`src/hdl/cfd_pkg.sv`:
```
`timescale 1ns / 1ps

package cfd_pkg;

    // Fixed field widths
    localparam int BYTE_W   = 8;
    localparam int STATUS_W = 3;
    localparam int LEN_W    = 13;
    localparam int CFG_W    = 13;

    // Configuration register indexes
    localparam logic REG_MAX_ENC = 1'b0;
    localparam logic REG_MAX_DEC = 1'b1;

    // Configuration reset values
    localparam logic [CFG_W-1:0] MAX_ENC_RESET = 13'd4096;
    localparam logic [CFG_W-1:0] MAX_DEC_RESET = 13'd4000;

    // Input word kinds
    localparam logic KIND_BYTE  = 1'b0;
    localparam logic KIND_FLUSH = 1'b1;

    // Result word kinds
    localparam logic RES_DATA = 1'b0;
    localparam logic RES_END  = 1'b1;

    // Frame status codes
    localparam logic [STATUS_W-1:0] ST_OK       = 3'd0;
    localparam logic [STATUS_W-1:0] ST_TRUNC    = 3'd1;
    localparam logic [STATUS_W-1:0] ST_DEC_LONG = 3'd2;
    localparam logic [STATUS_W-1:0] ST_EMPTY    = 3'd3;
    localparam logic [STATUS_W-1:0] ST_ENC_LONG = 3'd4;
    localparam logic [STATUS_W-1:0] ST_FLUSHED  = 3'd5;

    // Special byte values
    localparam logic [BYTE_W-1:0] BYTE_DELIM = 8'h00;
    localparam logic [BYTE_W-1:0] BYTE_FULL  = 8'hFF;

    // Depth of the queue between front and back
    localparam int QUEUE_DEPTH = 2;

    typedef struct packed {
        logic              kind;
        logic [BYTE_W-1:0] byte_value;
    } in_word_t;

    typedef struct packed {
        logic                result_kind;
        logic [BYTE_W-1:0]   out_byte;
        logic [STATUS_W-1:0] frame_status;
        logic [LEN_W-1:0]    frame_length;
    } out_word_t;

    // Classified action handed from front to back
    typedef struct packed {
        logic                is_end;
        logic [BYTE_W-1:0]   data;
        logic [STATUS_W-1:0] status;
        logic [LEN_W-1:0]    length;
    } op_t;

endpackage

```
`src/hdl/cfd_front.sv`:
```
`timescale 1ns / 1ps

module cfd_front #(
    parameter int FRAME_BYTES = 4096
) (
    input  logic                clk,
    input  logic                rst_n,
    input  logic                cfg_we,
    input  logic                cfg_index,
    input  logic [12:0]         cfg_data,
    input  logic                accept,
    input  cfd_pkg::in_word_t   in_word,
    output logic                push,
    output cfd_pkg::op_t        op
);
    import cfd_pkg::*;

    localparam int ENC_W = $clog2(FRAME_BYTES + 1);
    localparam int CMP_W = (ENC_W > CFG_W) ? ENC_W : CFG_W;

    logic [CFG_W-1:0]    max_enc_reg;
    logic [CFG_W-1:0]    max_dec_reg;
    logic [ENC_W-1:0]    enc_cnt_reg,    enc_cnt_next;
    logic [BYTE_W-1:0]   block_left_reg, block_left_next;
    logic                block_full_reg, block_full_next;
    logic                zero_pend_reg,  zero_pend_next;
    logic [LEN_W-1:0]    dec_cnt_reg,    dec_cnt_next;
    logic [STATUS_W-1:0] fault_reg,      fault_next;

    logic [CMP_W-1:0]    max_enc_ext;
    logic [CMP_W-1:0]    enc_lim;
    logic [CMP_W-1:0]    enc_ext;
    logic                emit;
    logic                want_data;
    logic [BYTE_W-1:0]   data_val;
    logic [BYTE_W-1:0]   left_dec;

    // Clamp the encoded limit to 1 .. FRAME_BYTES
    always_comb
    begin
        max_enc_ext = CMP_W'(max_enc_reg);
        enc_ext     = CMP_W'(enc_cnt_reg);
        if (max_enc_ext == '0)
        begin
            enc_lim = CMP_W'(1);
        end
        else if (max_enc_ext > CMP_W'(FRAME_BYTES))
        begin
            enc_lim = CMP_W'(FRAME_BYTES);
        end
        else
        begin
            enc_lim = max_enc_ext;
        end
    end

    // Classify the word and advance the frame state
    always_comb
    begin
        enc_cnt_next    = enc_cnt_reg;
        block_left_next = block_left_reg;
        block_full_next = block_full_reg;
        zero_pend_next  = zero_pend_reg;
        dec_cnt_next    = dec_cnt_reg;
        fault_next      = fault_reg;
        emit            = 1'b0;
        want_data       = 1'b0;
        data_val        = in_word.byte_value;
        left_dec        = block_left_reg - 8'd1;
        op.is_end       = RES_DATA;
        op.data         = in_word.byte_value;
        op.status       = ST_OK;
        op.length       = dec_cnt_reg;

        if (in_word.kind == KIND_FLUSH)
        begin
            if (enc_cnt_reg != '0)
            begin
                emit      = 1'b1;
                op.is_end = RES_END;
                op.status = ST_FLUSHED;
            end
        end
        else if (in_word.byte_value == BYTE_DELIM)
        begin
            if (enc_cnt_reg != '0)
            begin
                emit      = 1'b1;
                op.is_end = RES_END;
                if (fault_reg != ST_OK)
                begin
                    op.status = fault_reg;
                end
                else if (block_left_reg != '0)
                begin
                    op.status = ST_TRUNC;
                end
                else if (dec_cnt_reg == '0)
                begin
                    op.status = ST_EMPTY;
                end
                else
                begin
                    op.status = ST_OK;
                end
            end
        end
        else if (enc_ext >= enc_lim)
        begin
            // Drop the overflowing byte and end the frame
            emit      = 1'b1;
            op.is_end = RES_END;
            op.status = ST_ENC_LONG;
        end
        else
        begin
            enc_cnt_next = enc_cnt_reg + ENC_W'(1);
            if (block_left_reg != '0)
            begin
                want_data       = 1'b1;
                data_val        = in_word.byte_value;
                block_left_next = left_dec;
                if (left_dec == '0 && !block_full_reg)
                begin
                    zero_pend_next = 1'b1;
                end
            end
            else
            begin
                if (zero_pend_reg)
                begin
                    want_data = 1'b1;
                    data_val  = BYTE_DELIM;
                end
                zero_pend_next  = 1'b0;
                block_left_next = in_word.byte_value - 8'd1;
                block_full_next = (in_word.byte_value == BYTE_FULL);
                if (in_word.byte_value == 8'd1)
                begin
                    zero_pend_next = 1'b1;
                end
            end

            // Emit a decoded byte unless the frame is faulted or full
            if (want_data && fault_reg == ST_OK)
            begin
                if (dec_cnt_reg >= max_dec_reg)
                begin
                    fault_next = ST_DEC_LONG;
                end
                else
                begin
                    dec_cnt_next = dec_cnt_reg + LEN_W'(1);
                    emit         = 1'b1;
                    op.data      = data_val;
                end
            end
        end

        // Any frame end or flush starts a fresh frame
        if (in_word.kind == KIND_FLUSH || op.is_end == RES_END)
        begin
            enc_cnt_next    = '0;
            block_left_next = '0;
            block_full_next = 1'b0;
            zero_pend_next  = 1'b0;
            dec_cnt_next    = '0;
            fault_next      = ST_OK;
        end
    end

    assign push = accept && emit;

    // Hold configuration registers
    always_ff @(posedge clk or negedge rst_n)
    begin
        if (!rst_n)
        begin
            max_enc_reg <= MAX_ENC_RESET;
            max_dec_reg <= MAX_DEC_RESET;
        end
        else if (cfg_we)
        begin
            if (cfg_index == REG_MAX_ENC)
            begin
                max_enc_reg <= cfg_data;
            end
            else
            begin
                max_dec_reg <= cfg_data;
            end
        end
    end

    // Advance frame state on each accepted word
    always_ff @(posedge clk or negedge rst_n)
    begin
        if (!rst_n)
        begin
            enc_cnt_reg    <= '0;
            block_left_reg <= '0;
            block_full_reg <= 1'b0;
            zero_pend_reg  <= 1'b0;
            dec_cnt_reg    <= '0;
            fault_reg      <= ST_OK;
        end
        else if (accept)
        begin
            enc_cnt_reg    <= enc_cnt_next;
            block_left_reg <= block_left_next;
            block_full_reg <= block_full_next;
            zero_pend_reg  <= zero_pend_next;
            dec_cnt_reg    <= dec_cnt_next;
            fault_reg      <= fault_next;
        end
    end

endmodule

```
`src/hdl/cfd_queue.sv`:
```
`timescale 1ns / 1ps

module cfd_queue (
    input  logic          clk,
    input  logic          rst_n,
    input  logic          push,
    input  cfd_pkg::op_t  push_op,
    input  logic          pop,
    output logic          full,
    output logic          not_empty,
    output cfd_pkg::op_t  head_op
);
    import cfd_pkg::*;

    localparam int PTR_W = $clog2(QUEUE_DEPTH);
    localparam int CNT_W = $clog2(QUEUE_DEPTH + 1);

    op_t              slot_reg [QUEUE_DEPTH];
    logic [PTR_W-1:0] wr_ptr_reg, wr_ptr_next;
    logic [PTR_W-1:0] rd_ptr_reg, rd_ptr_next;
    logic [CNT_W-1:0] count_reg,  count_next;

    assign full      = (count_reg == CNT_W'(QUEUE_DEPTH));
    assign not_empty = (count_reg != '0);
    assign head_op   = slot_reg[rd_ptr_reg];

    // Advance pointers and fill count
    always_comb
    begin
        wr_ptr_next = wr_ptr_reg;
        rd_ptr_next = rd_ptr_reg;
        count_next  = count_reg;
        if (push)
        begin
            wr_ptr_next = (wr_ptr_reg == PTR_W'(QUEUE_DEPTH - 1)) ? '0
                                                                  : wr_ptr_reg + PTR_W'(1);
        end
        if (pop)
        begin
            rd_ptr_next = (rd_ptr_reg == PTR_W'(QUEUE_DEPTH - 1)) ? '0
                                                                  : rd_ptr_reg + PTR_W'(1);
        end
        if (push && !pop)
        begin
            count_next = count_reg + CNT_W'(1);
        end
        else if (pop && !push)
        begin
            count_next = count_reg - CNT_W'(1);
        end
    end

    always_ff @(posedge clk or negedge rst_n)
    begin
        if (!rst_n)
        begin
            wr_ptr_reg <= '0;
            rd_ptr_reg <= '0;
            count_reg  <= '0;
        end
        else
        begin
            wr_ptr_reg <= wr_ptr_next;
            rd_ptr_reg <= rd_ptr_next;
            count_reg  <= count_next;
        end
    end

    // Store the pushed action
    always_ff @(posedge clk)
    begin
        if (push)
        begin
            slot_reg[wr_ptr_reg] <= push_op;
        end
    end

endmodule

```
`src/hdl/cfd_back.sv`:
```
`timescale 1ns / 1ps

module cfd_back (
    input  logic               clk,
    input  logic               rst_n,
    input  logic               avail,
    input  cfd_pkg::op_t       head_op,
    input  logic               out_stall,
    output logic               pop,
    output logic               out_valid,
    output cfd_pkg::out_word_t out_word
);
    import cfd_pkg::*;

    logic      out_valid_reg, out_valid_next;
    out_word_t out_word_reg,  out_word_next;
    logic      load;

    // Load a new word when the output is empty or being taken
    assign load = avail && (!out_valid_reg || !out_stall);
    assign pop  = load;

    // Format the result word from the action
    always_comb
    begin
        out_word_next = out_word_reg;
        if (load)
        begin
            out_word_next.result_kind  = head_op.is_end;
            out_word_next.out_byte     = head_op.is_end ? '0 : head_op.data;
            out_word_next.frame_status = head_op.is_end ? head_op.status : ST_OK;
            out_word_next.frame_length = head_op.is_end ? head_op.length : '0;
        end
        if (load)
        begin
            out_valid_next = 1'b1;
        end
        else if (!out_stall)
        begin
            out_valid_next = 1'b0;
        end
        else
        begin
            out_valid_next = out_valid_reg;
        end
    end

    always_ff @(posedge clk or negedge rst_n)
    begin
        if (!rst_n)
        begin
            out_valid_reg <= 1'b0;
        end
        else
        begin
            out_valid_reg <= out_valid_next;
        end
    end

    always_ff @(posedge clk)
    begin
        out_word_reg <= out_word_next;
    end

    assign out_valid = out_valid_reg;
    assign out_word  = out_word_reg;

endmodule

```
`src/hdl/cobs_frame_decoder_top.sv`:
```
`timescale 1ns / 1ps

// Streaming COBS frame decoder.
// Input channel (in_valid/in_stall/in_word): one received byte or a flush
// event per word. Output channel (out_valid/out_stall/out_word): decoded data
// bytes and one frame-end word, carrying the decoded length and a status, at
// each delimiter or flush ending a nonempty frame and at encoded overflow;
// the consumer drops frames not ok. Configuration port (cfg_we/cfg_index/
// cfg_data): index 0 sets the encoded byte limit, index 1 the decoded byte
// limit; write only while idle. Throughput: one word per cycle while the
// queue is not full; the front stage updates its frame state combinationally.
// An accepted word is classified combinationally in the front stage and
// pushed into the queue when accepted; the queue head moves into the output
// register when the output register is empty or not stalled.
// A two-entry queue sits between the front stage and the output register;
// when out_stall holds, the queue fills and in_stall rises once it is full.
// The output word is held stable while stalled.
// Reset clears the frame state and the output, and sets the limits to 4096
// encoded and 4000 decoded bytes.
module cobs_frame_decoder_top #(
    parameter int FRAME_BYTES = 4096
) (
    input  logic               clk,
    input  logic               rst_n,
    input  logic               cfg_we,
    input  logic               cfg_index,
    input  logic [12:0]        cfg_data,
    input  logic               in_valid,
    output logic               in_stall,
    input  cfd_pkg::in_word_t  in_word,
    output logic               out_valid,
    input  logic               out_stall,
    output cfd_pkg::out_word_t out_word
);
    import cfd_pkg::*;

    logic accept;
    logic push;
    logic pop;
    logic q_full;
    logic q_avail;
    op_t  push_op;
    op_t  head_op;

    assign in_stall = q_full;
    assign accept   = in_valid && !q_full;

    cfd_front #(
        .FRAME_BYTES (FRAME_BYTES)
    ) u_front (
        .clk       (clk),
        .rst_n     (rst_n),
        .cfg_we    (cfg_we),
        .cfg_index (cfg_index),
        .cfg_data  (cfg_data),
        .accept    (accept),
        .in_word   (in_word),
        .push      (push),
        .op        (push_op)
    );

    cfd_queue u_queue (
        .clk       (clk),
        .rst_n     (rst_n),
        .push      (push),
        .push_op   (push_op),
        .pop       (pop),
        .full      (q_full),
        .not_empty (q_avail),
        .head_op   (head_op)
    );

    cfd_back u_back (
        .clk       (clk),
        .rst_n     (rst_n),
        .avail     (q_avail),
        .head_op   (head_op),
        .out_stall (out_stall),
        .pop       (pop),
        .out_valid (out_valid),
        .out_word  (out_word)
    );

endmodule

```
`config.mk`:
```
export PLATFORM = sky130hd
export DESIGN_NAME = cobs_frame_decoder_top
export DESIGN_NICKNAME = d
export VERILOG_FILES = /design/src/hdl/cfd_pkg.sv /design/src/hdl/cfd_front.sv /design/src/hdl/cfd_queue.sv /design/src/hdl/cfd_back.sv /design/src/hdl/cobs_frame_decoder_top.sv
export SDC_FILE = /design/constraint.sdc
export NUM_CORES = 1
export LEC_CHECK = 0
export ABC_AREA = 1
export BUFFER_PORTS_ARGS = -buffer_cell sky130_fd_sc_hd__buf_2
export CAP_MARGIN = 15
export CORE_UTILIZATION = 30
export DETAILED_ROUTE_END_ITERATION = 10
export PLACE_DENSITY = 0.43
export SLEW_MARGIN = 0
export SYNTH_ARGS = -nofsm -noshare
export SYNTH_HDL_FRONTEND = slang
export SYNTH_HIERARCHICAL = 1
export SYNTH_SLANG_ARGS = --single-unit
```
`constraint.sdc`:
```
create_clock -name clk -period 5 [get_ports clk]
set_input_delay 1 -clock clk [delete_from_list [all_inputs] [get_ports clk]]
set_output_delay 1 -clock clk [all_outputs]
set_load 0.02 [all_outputs]
```
==> out/results.txt, run 1 <==
largest cells by area after synthesis = edfxtp_1 29%, dfrtp_1 20%, nand2_1 8.8%
Post-CTS Repair Setup Buffers = 0
fill count = 2638
# resized after CTS = 0
FMAX = 0.2669 GHz
diodes inserted = 0
Post-synth EDFFs = 75
RSZ-0062 raised after global routing = no
Cell variety after synth = 41
WL/cell = 13.46 um
Final #Nets = 935
die area = 26240 um2
Worst path top cell family by delay = simple AND/OR/NAND/NOR gates
worst reg2reg setup slack = 1.25 ns
CP Capture Type = flip-flop
Worst EP arrival = 3.86 ns
setup_tns = 0 ns
share of cells above drive strength 1 = 18.57%
Async SR Flop Fraction = 47.55%
CTS clk-pin slew, worst paths = 0.06 ns
CTS buffer count = 17
flops & latches, synth = 143
later-pin clock latency in the skew report = 0.42 ns
pwr dens = 520.8 nW/um2
maxcap violations = 0
Final Hold Fails = 0
Peak VDD IR = 0.0002366 V
total global-route track usage = 13.32%
Worst path max stage delay = 0.39 ns
Synth Warn # = 6
drt drc = 0
cell mode on critical path = nand2_1
period utilization = 74.94%
Core Region = 25110 um2
CP Buf/Inv Count = 3
CTS max path bufs = 2
endpoints failing setup = 0
critical path cell sequence = nor4_1, nand3_1, nand2_1, nand2_1, ha_1, nand2_1, nor2_1, inv_1, nor2_1, nand2_1, nand2_1, nand2_1, nand2_1, a21oi_1, nor2_1, nand2_1, inv_1, buf_4
prevailing post-synth register cell = edfxtp_1
die height = 162.0 um
sequential fraction of the synthesis area = 51.61%
post-route worst setup slack = 1.253 ns
setup slack at placement = 1.191 ns
global route overflow = 0
crit path time final = 3.747 ns
TritonCTS clock tree = yes
initial antenna violation count = 0
vias in the first global route = 5215
DRT Pass-1 Iters = 4
Site Rows = 58
CP required = 5.11 ns
Initial Util = 30.58%
CTS H-tree depth = 4
DIE WIDTH = 162.0 um
Synth top area share = 29.33%
placer congestion estimate = 0.7594
Slowest-stage cell, CP = dfrtp_1
cell type with the largest total area after synthesis = edfxtp_1
Leakage = 4.169 nW
CTS Sinks = 143
Worst setup SP type = flip-flop
Slew @ Worst Pin = 0.9239 ns
hold crit path type = flip-flop to flip-flop
first-pass GRT wire length = 27010 um
Clock Tree Root = clkbuf_16
vias per cell = 4.421
status = finished, final reports clean
Syn Inst Count = 807
initial drt markers = 232
io pins = 55
max reg flops = 50
syn_nets = 872
post-synthesis average cell area = 9.515 um2
clock skew = 0.008811 ns
slew margin rel. = 38.40%
post-DP HPWL = 12070 um
Port-buffer cells = 54
via count = 5363
crit path kind = flip-flop to flip-flop
CP max FO = 16
Routed Antenna Nets = 0
Area Growth Syn to Fin = 15.61%
final-report max-slew violation count = 0
hold buffers post-CTS = 0
WL final = 16330 um
Cell Area, Synth = 7679 um2
pin count of the biggest net entering global routing = 69
==> per-stage QoR <==
| step | hold slack (ns) | cells | area [um2] | util [%] | total power, mW |
|---|---|---|---|---|---|
| after floorplan | 0.4404 | 807 | 7679 | - | 3.013 |
| after global placement | 0.4687 | 1181 | 8277 | 32.96 | 3.398 |
| after detailed placement | 0.4582 | 1181 | 8277 | 32.96 | 3.394 |
| after CTS | 0.4741 | 1213 | 8877 | 35.35 | 4.696 |
| after global routing | 0.5081 | 1213 | 8877 | 35.35 | 4.955 |
| final | 0.4708 | 1213 | 8877 | 35.35 | 4.624 |
==> cells by family after synthesis <==
| logic type | after synthesis | share of synthesized area [%] |
|---|---|---|
| mux | 25 | 4.595 |
| xor+xnor | 19 | 2.167 |
| flops | 143 | 51.61 |
| buf+inv | 151 | 8.522 |
| fa+ha+maj | 37 | 6.029 |
| compound gates | 76 | 5.524 |
| simple gates | 356 | 21.56 |
==> path summary, 6_finish.rpt <==
path	startpoint	to	cells past startpoint
worst min register to register	u_queue/count_reg[1]	u_queue/count_reg[1]	2
min in group asynchronous	rst_n	u_front/enc_cnt_reg[5]	2
worst min-delay path	u_queue/count_reg[1]	u_queue/count_reg[1]	2
worst max register to register	u_front/max_enc_ext[8]	u_queue/slot_reg[1][19]	18
max in group asynchronous	rst_n	u_front/dec_cnt_reg[3]	2
worst max-delay path	u_front/max_enc_ext[8]	u_queue/slot_reg[1][19]	18
==> worst register-to-register path, delay by kind of cell (launching register included) <==
family          cells  cell delay (ns)
compound gates      1             0.06
fa+ha+maj           1             0.28
buf+inv             3             0.65
flops               1             0.39
simple gates       13             2.04
==> metal layers <==
layer | routed length (um) | vias to the layer above | global-route usage [%]
met3 | 496 | 5 | 3.345
met5 | 0 | - | 0
met2 | 7501 | 81 | 21.42
li1 | - | 2775 | -
met4 | 100 | 0 | 3.345
met1 | 8230 | 2502 | 17.82
==> synthesized netlist by cell type (2+ instances only) <==
library cell / instances
nand3b_1: 2
nand4_1: 23
xor2_1: 17
o31ai_1: 4
nor3_1: 12
clkbuf_1: 6
xnor2_1: 2
nor2_2: 3
buf_2: 2
ha_1: 37
buf_6: 7
a31o_2: 2
nor4_1: 7
nand2_2: 5
nor3_2: 2
o21bai_1: 2
nand2_4: 4
edfxtp_1: 75
o22ai_1: 8
o21ai_2: 2
nand3_2: 3
o21ai_0: 41
nor2_4: 5
buf_12: 2
mux2_2: 6
a21oi_1: 14
inv_1: 127
nor2_1: 63
dfrtp_1: 61
o21ai_1: 2
dfstp_2: 7
nand3_1: 43
mux2_4: 19
inv_2: 7
nand2_1: 179
==> layout by cell type, fill, tap and decap left out, drive strengths merged, types with 8 or more instances in the layout <==
cell type  Yosys  final
nand3         47     47
xor2          17     17
dfrtp         61     61
inv          134    140
nand2        188    188
nand4         24     24
ha            37     37
a21oi         15     15
clkbuf         6     17
mux2          25     25
nor2          71     71
o21ai         45     45
buf           11     61
nor3          15     15
o22ai          8      8
edfxtp        75     75
==> report_power, final <==
part	switching, mW	internal [mW]
registers	0.145	1.61
clock network	0.538	0.750
logic	1.00	0.578
==> area by class of cell <==
class	count	area (um2)	share of cell area [%]
sequential	143	3963	44.64
clock inverter	15	175.2	1.973
clock buffer	17	425.4	4.792
inverter	134	503.0	5.666
timing repair buffer	61	322.8	3.636
multi-input combinational	513	3075	34.64
tap	330	412.9	4.651
Note: power is estimated with default switching activity, not from simulation.
==> run 2: changes to the inputs <==
==> constraint.sdc (replaced) <==
create_clock -name clk -period 3.85 [get_ports clk]
set_input_delay 0.77 -clock clk [delete_from_list [all_inputs] [get_ports clk]]
set_output_delay 0.77 -clock clk [all_outputs]
set_load 0.02 [all_outputs]
==> run 2 against run 1 <==
  * The run now ends with DRC left
  * Utilization up 0.065 points
  * Setup slack worse by 0.82 ns
  * Maximum frequency up 9.5%
  * Worst hold slack worse by 0.092 ns
  * Clock skew up 0.0022 ns
  * Global-route usage up 0.11 points
  * Total power up 29%
  * Die area unchanged
==> out/results.txt, run 2 (same netlist as run 1, synthesis figures left out) <==
most common cell after layout, fill and taps aside = nand2_1
fill count = 2640
pwr dens = 670.2 nW/um2
DP Area = 8312 um2
Routed Antenna Nets = 0
setup_tns = 0 ns
Slew @ Worst Pin = 0.7298 ns
crit path time final = 3.422 ns
slew margin rel. = 51.23%
placer congestion estimate = 0.7891
total global-route track usage = 13.42%
CTS max path bufs = 2
Final #Nets = 939
share of cells above drive strength 1 = 19.05%
reg-to-reg endpoint = u_queue/slot_reg[0][6]
placed insts = 1185
DIE WIDTH = 162.0 um
pin count of the biggest net entering global routing = 69
Site Rows = 58
initial drt markers = 224
Leakage = 4.172 nW
CP Capture Type = flip-flop
WL final = 16260 um
RSZ-0062 raised after global routing = no
TritonCTS clock tree = yes
Initial Util = 30.58%
period utilization = 88.88%
global route overflow = 0
maxcap violations = 0
Peak VDD IR = 0.0002902 V
io pins = 55
die height = 162.0 um
CP max FO = 16
drt drc = 1
via count = 5351
Final Instance Count excl. Fillers = 1218
Core Region = 25110 um2
status = finished, violations left
CTS H-tree depth = 4
hold crit path type = input pin to asynchronous set/reset pin
Clock Tree Root = clkbuf_16
DR top layer = met4
FMAX = 0.2923 GHz
CP required = 3.95 ns
Final Hold Fails = 0
endpoints failing setup = 0
initial antenna violation count = 1
Worst setup SP type = flip-flop
Area Growth Syn to Fin = 15.82%
first-pass GRT wire length = 27370 um
Worst R2R Start = u_front/max_enc_ext[0]
Worst EP arrival = 3.53 ns
Multi-input gate area = 3070 um2
WL/cell = 13.35 um
CTS clk-pin slew, worst paths = 0.06 ns
Port-buffer cells = 54
crit path kind = flip-flop to flip-flop
Met2 Wirelength = 7573 um
post-DP HPWL = 11830 um
Final Instance Area = 8894 um2
r2r worst-path depth = 18
violated checks = DRC
final-report max-slew violation count = 0
M1 WL = 8022 um
CTS Sinks = 143
worst reg2reg setup slack = 0.43 ns
vias per cell = 4.393
clock skew = 0.01102 ns
later-pin clock latency in the skew report = 0.42 ns
max reg flops = 50
CTS buffer count = 17
commonest cells after routing, fill and taps aside = 178 x nand2_1, 127 x inv_1, 75 x edfxtp_1
die area = 26240 um2
vias in the first global route = 5296
DRT Pass-1 Iters = 7
Post-CTS Repair Setup Buffers = 0
routed wl met3 = 484 um
FF+latch area = 3963 um2
==> run 2: changes by cell type in the layout (fill, tap and decap cells not counted) <==
cell and change:
a21oi_2 +1, clkinv_8 +2, diode_2 +1, inv_8 +1, buf_4 +3, nand2_1 -1
clkinv_2 -1, clkinvlp_4 +2, clkinv_4 -2, a21oi_4 -1, buf_12 +1, nand2_2 +1
bufinv_16 -2
==> run 2: per-layer routing <==
metal	global-route usage (%)	vias up
met5	0	-
met4	3.988	0
met3	3.090	9
met2	21.52	75
met1	17.99	2474
li1	-	2793
==> run 2: critical path, stage by stage (launching register included) <==
cell and delay, ns:
dfrtp_1 0.39, nor4_1 0.37, nand3_1 0.19, nand2_2 0.21
nand2_1 0.08, ha_1 0.29, nand2_1 0.06, nor2_1 0.11
inv_1 0.06, nor2_1 0.09, nand2_1 0.05, nand2_1 0.14
nand2_1 0.15, nand2_1 0.16, a21oi_1 0.06, nor2_1 0.25
inv_1 0.09, nor2_2 0.10, buf_4 0.25
==> run 2: cell type report <==
cell class              count  share of cell area, %
well taps                 330                  4.643
diodes                      1                0.02814
clock inverters            15                  1.702
flip-flops and latches    143                  44.56
repair buffers             65                  4.108
multi-input cells         513                  34.52
inverters                 134                  5.656
clock buffers              17                  4.783
==> run 2: per-stage QoR <==
step	setup slack, ns	hold WS, ns	power [mW]	util [%]
after floorplan	0.2873	0.4404	3.914	-
after global placement	0.4213	0.4595	4.440	33.10
after detailed placement	0.3623	0.4593	4.438	33.10
after CTS	0.3368	0.3819	6.059	35.40
after global routing	0.01898	0.3948	6.390	35.42
final	0.4283	0.3787	5.960	35.42
==> run 2: worst max-delay path by stage <==
stage | start | to | slack [ns] | cells after the start
global route | u_front/max_enc_ext[0] | u_queue/slot_reg[0][6] | 0.02 | 18
CTS | u_front/max_enc_ext[8] | u_queue/slot_reg[0][6] | 0.34 | 18
finish | u_front/max_enc_ext[0] | u_queue/slot_reg[0][6] | 0.43 | 18
detailed placement | u_front/max_enc_ext[8] | u_queue/slot_reg[0][11] | 0.36 | 18
floorplan | u_front/max_enc_ext[8] | u_queue/slot_reg[0][0] | 0.29 | 18
global placement | u_front/max_enc_ext[8] | u_queue/slot_reg[0][10] | 0.42 | 18
==> run 2: power by group <==
| group | internal (mW) | switching [mW] | leakage [nW] |
|---|---|---|---|
| Sequential | 2.09 | 0.156 | 1.59 |
| Combinational | 0.776 | 1.35 | 2.31 |
| Clock | 0.858 | 0.733 | 0.273 |
==> run 2: what timing repair did <==
action,4_1_cts,5_1_grt
gates resized for setup,0,1
hold buffers,0,0
setup endpoints to repair,0,42
==> run 3: changes to the inputs <==
==> constraint.sdc (replaced) <==
create_clock -name clk -period 3.27 [get_ports clk]
set_input_delay 0.654 -clock clk [delete_from_list [all_inputs] [get_ports clk]]
set_output_delay 0.654 -clock clk [all_outputs]
set_load 0.02 [all_outputs]
==> run 3 against run 2 <==
  * The flow now finishes without violations
  * Register-to-register slack got worse by 0.097 ns
  * Clock power increased by 30%
  * Cell area increased by 2.1%
  * Non-clock buffer count increased by 6
==> out/results.txt, run 3 (same netlist as run 1, synthesis figures left out) <==
worst reg2reg setup slack = 0.33 ns
CP Capture Type = flip-flop
placer congestion estimate = 0.8122
vias per cell = 4.390
RSZ-0062 raised after global routing = no
Slew @ Worst Pin = 0.7382 ns
Worst EP arrival = 3.06 ns
CTS clk-pin slew, worst paths = 0.07 ns
Worst setup SP type = flip-flop
endpoints failing setup = 0
Area Growth Syn to Fin = 18.25%
first-pass GRT wire length = 27680 um
io pins = 55
Initial Util = 30.58%
drt drc = 0
die height = 162.0 um
hold crit path type = input pin to asynchronous set/reset pin
Routed Antenna Nets = 0
TritonCTS clock tree = yes
DIE WIDTH = 162.0 um
WL final = 16610 um
pwr dens = 806.0 nW/um2
FMAX = 0.3403 GHz
Final Hold Fails = 0
CP required = 3.40 ns
crit path time final = 2.939 ns
Site Rows = 58
FF+latch area = 3963 um2
post-DP HPWL = 12420 um
CTS H-tree depth = 4
diodes inserted = 0
total global-route track usage = 13.72%
via count = 5369
total power = 7.318 mW
die area = 26240 um2
Core Region = 25110 um2
slew margin rel. = 50.67%
max reg flops = 50
WL/cell = 13.58 um
DRT Pass-1 Iters = 4
Leakage = 4.229 nW
maxcap violations = 0
global route overflow = 0
crit path kind = flip-flop to flip-flop
status = finished, final reports clean
CTS max path bufs = 2
CP max FO = 25
initial drt markers = 265
initial antenna violation count = 0
final-report max-slew violation count = 0
Port-buffer cells = 54
CTS Sinks = 143
pin count of the biggest net entering global routing = 45
later-pin clock latency in the skew report = 0.43 ns
r2r worst-path depth = 19
setup_tns = 0 ns
Multi-input gate area = 3132 um2
period utilization = 89.87%
Peak VDD IR = 0.0003032 V
share of cells above drive strength 1 = 20.49%
Hold WS = 0.2632 ns
fill count = 2622
most common cell after layout, fill and taps aside = nand2_1
Clock Tree Root = clkbuf_16
Final #Nets = 945
commonest cells after routing, fill and taps aside = 177 x nand2_1, 126 x inv_1, 75 x edfxtp_1
clock skew = 0.01427 ns
CTS buffer count = 17
hold buffers post-CTS = 0
vias in the first global route = 5318
[run 3: cell count changes in the layout (fill, tap and decap cells not counted), sizes merged]
cell	before	now
clkbuf	17	18
buf	65	71
clkinv	5	2
inv	141	140
diode	1	0
bufinv	0	3
[run 3: repair_timing]
action | 4_1_cts | 5_1_grt
resized for setup | 0 | 11
setup endpoints to repair | 0 | 64
setup buffers | 0 | 0
[run 3: final timing paths]
kind,start,to
worst min-delay path,rst_n,u_front/block_left_reg[6]
min in group clk,out_stall,u_back/out_valid
worst min register to register,u_queue/count_reg[1],u_queue/count_reg[1]
max in group asynchronous,rst_n,u_front/max_dec_reg[5]
worst max register to register,u_front/max_enc_ext[8],u_queue/slot_reg[0][12]
worst max-delay path,u_front/max_enc_ext[8],u_queue/slot_reg[0][12]
[run 3: area by class of cell]
cell class,instances,area share (%)
clock buffers,18,4.726
clock inverters,14,2.219
repair buffers,71,4.795
flip-flops and latches,143,43.64
well taps,330,4.547
multi-input cells,513,34.49
inverters,134,5.581
[run 3: per-stage QoR]
stage	cells	cell area (um2)	utilization, %	worst slack, ns
6_report	1223	9080	36.16	0.3313
5_1_grt	1223	9080	36.16	0.02259
4_1_cts	1223	9021	35.93	0.08165
3_5_place_dp	1191	8391	33.42	0.1032
3_3_place_gp	1191	8391	33.42	0.1865
2_1_floorplan	807	7691	-	0.03768
[run 3: report_power, final]
group	switching [mW]	internal [mW]
Clock	0.836	1.24
Sequential	0.213	2.46
Combinational	1.60	0.972
[run 3: worst max-delay path: stages, from the launching register on]
cell	delay, ns
dfrtp_1	0.41
nor4_4	0.29
nand3_1	0.13
nand2_1	0.10
buf_4	0.13
nand2_1	0.06
ha_1	0.30
nand2_1	0.07
nor2_2	0.10
inv_1	0.05
nor2_1	0.09
nand2_1	0.07
nand2_2	0.08
nand2_1	0.08
nand2_2	0.08
a21oi_2	0.05
nor2_4	0.15
inv_1	0.09
nor2_4	0.12
buf_12	0.19
[run 3: metal layers]
metal  share of wire (%)  global-route usage, %
met1                  50                  18.26
met2                  46                  22.02
met3                 2.7                  2.732
met4                 1.6                  5.060
met5                   0                      0
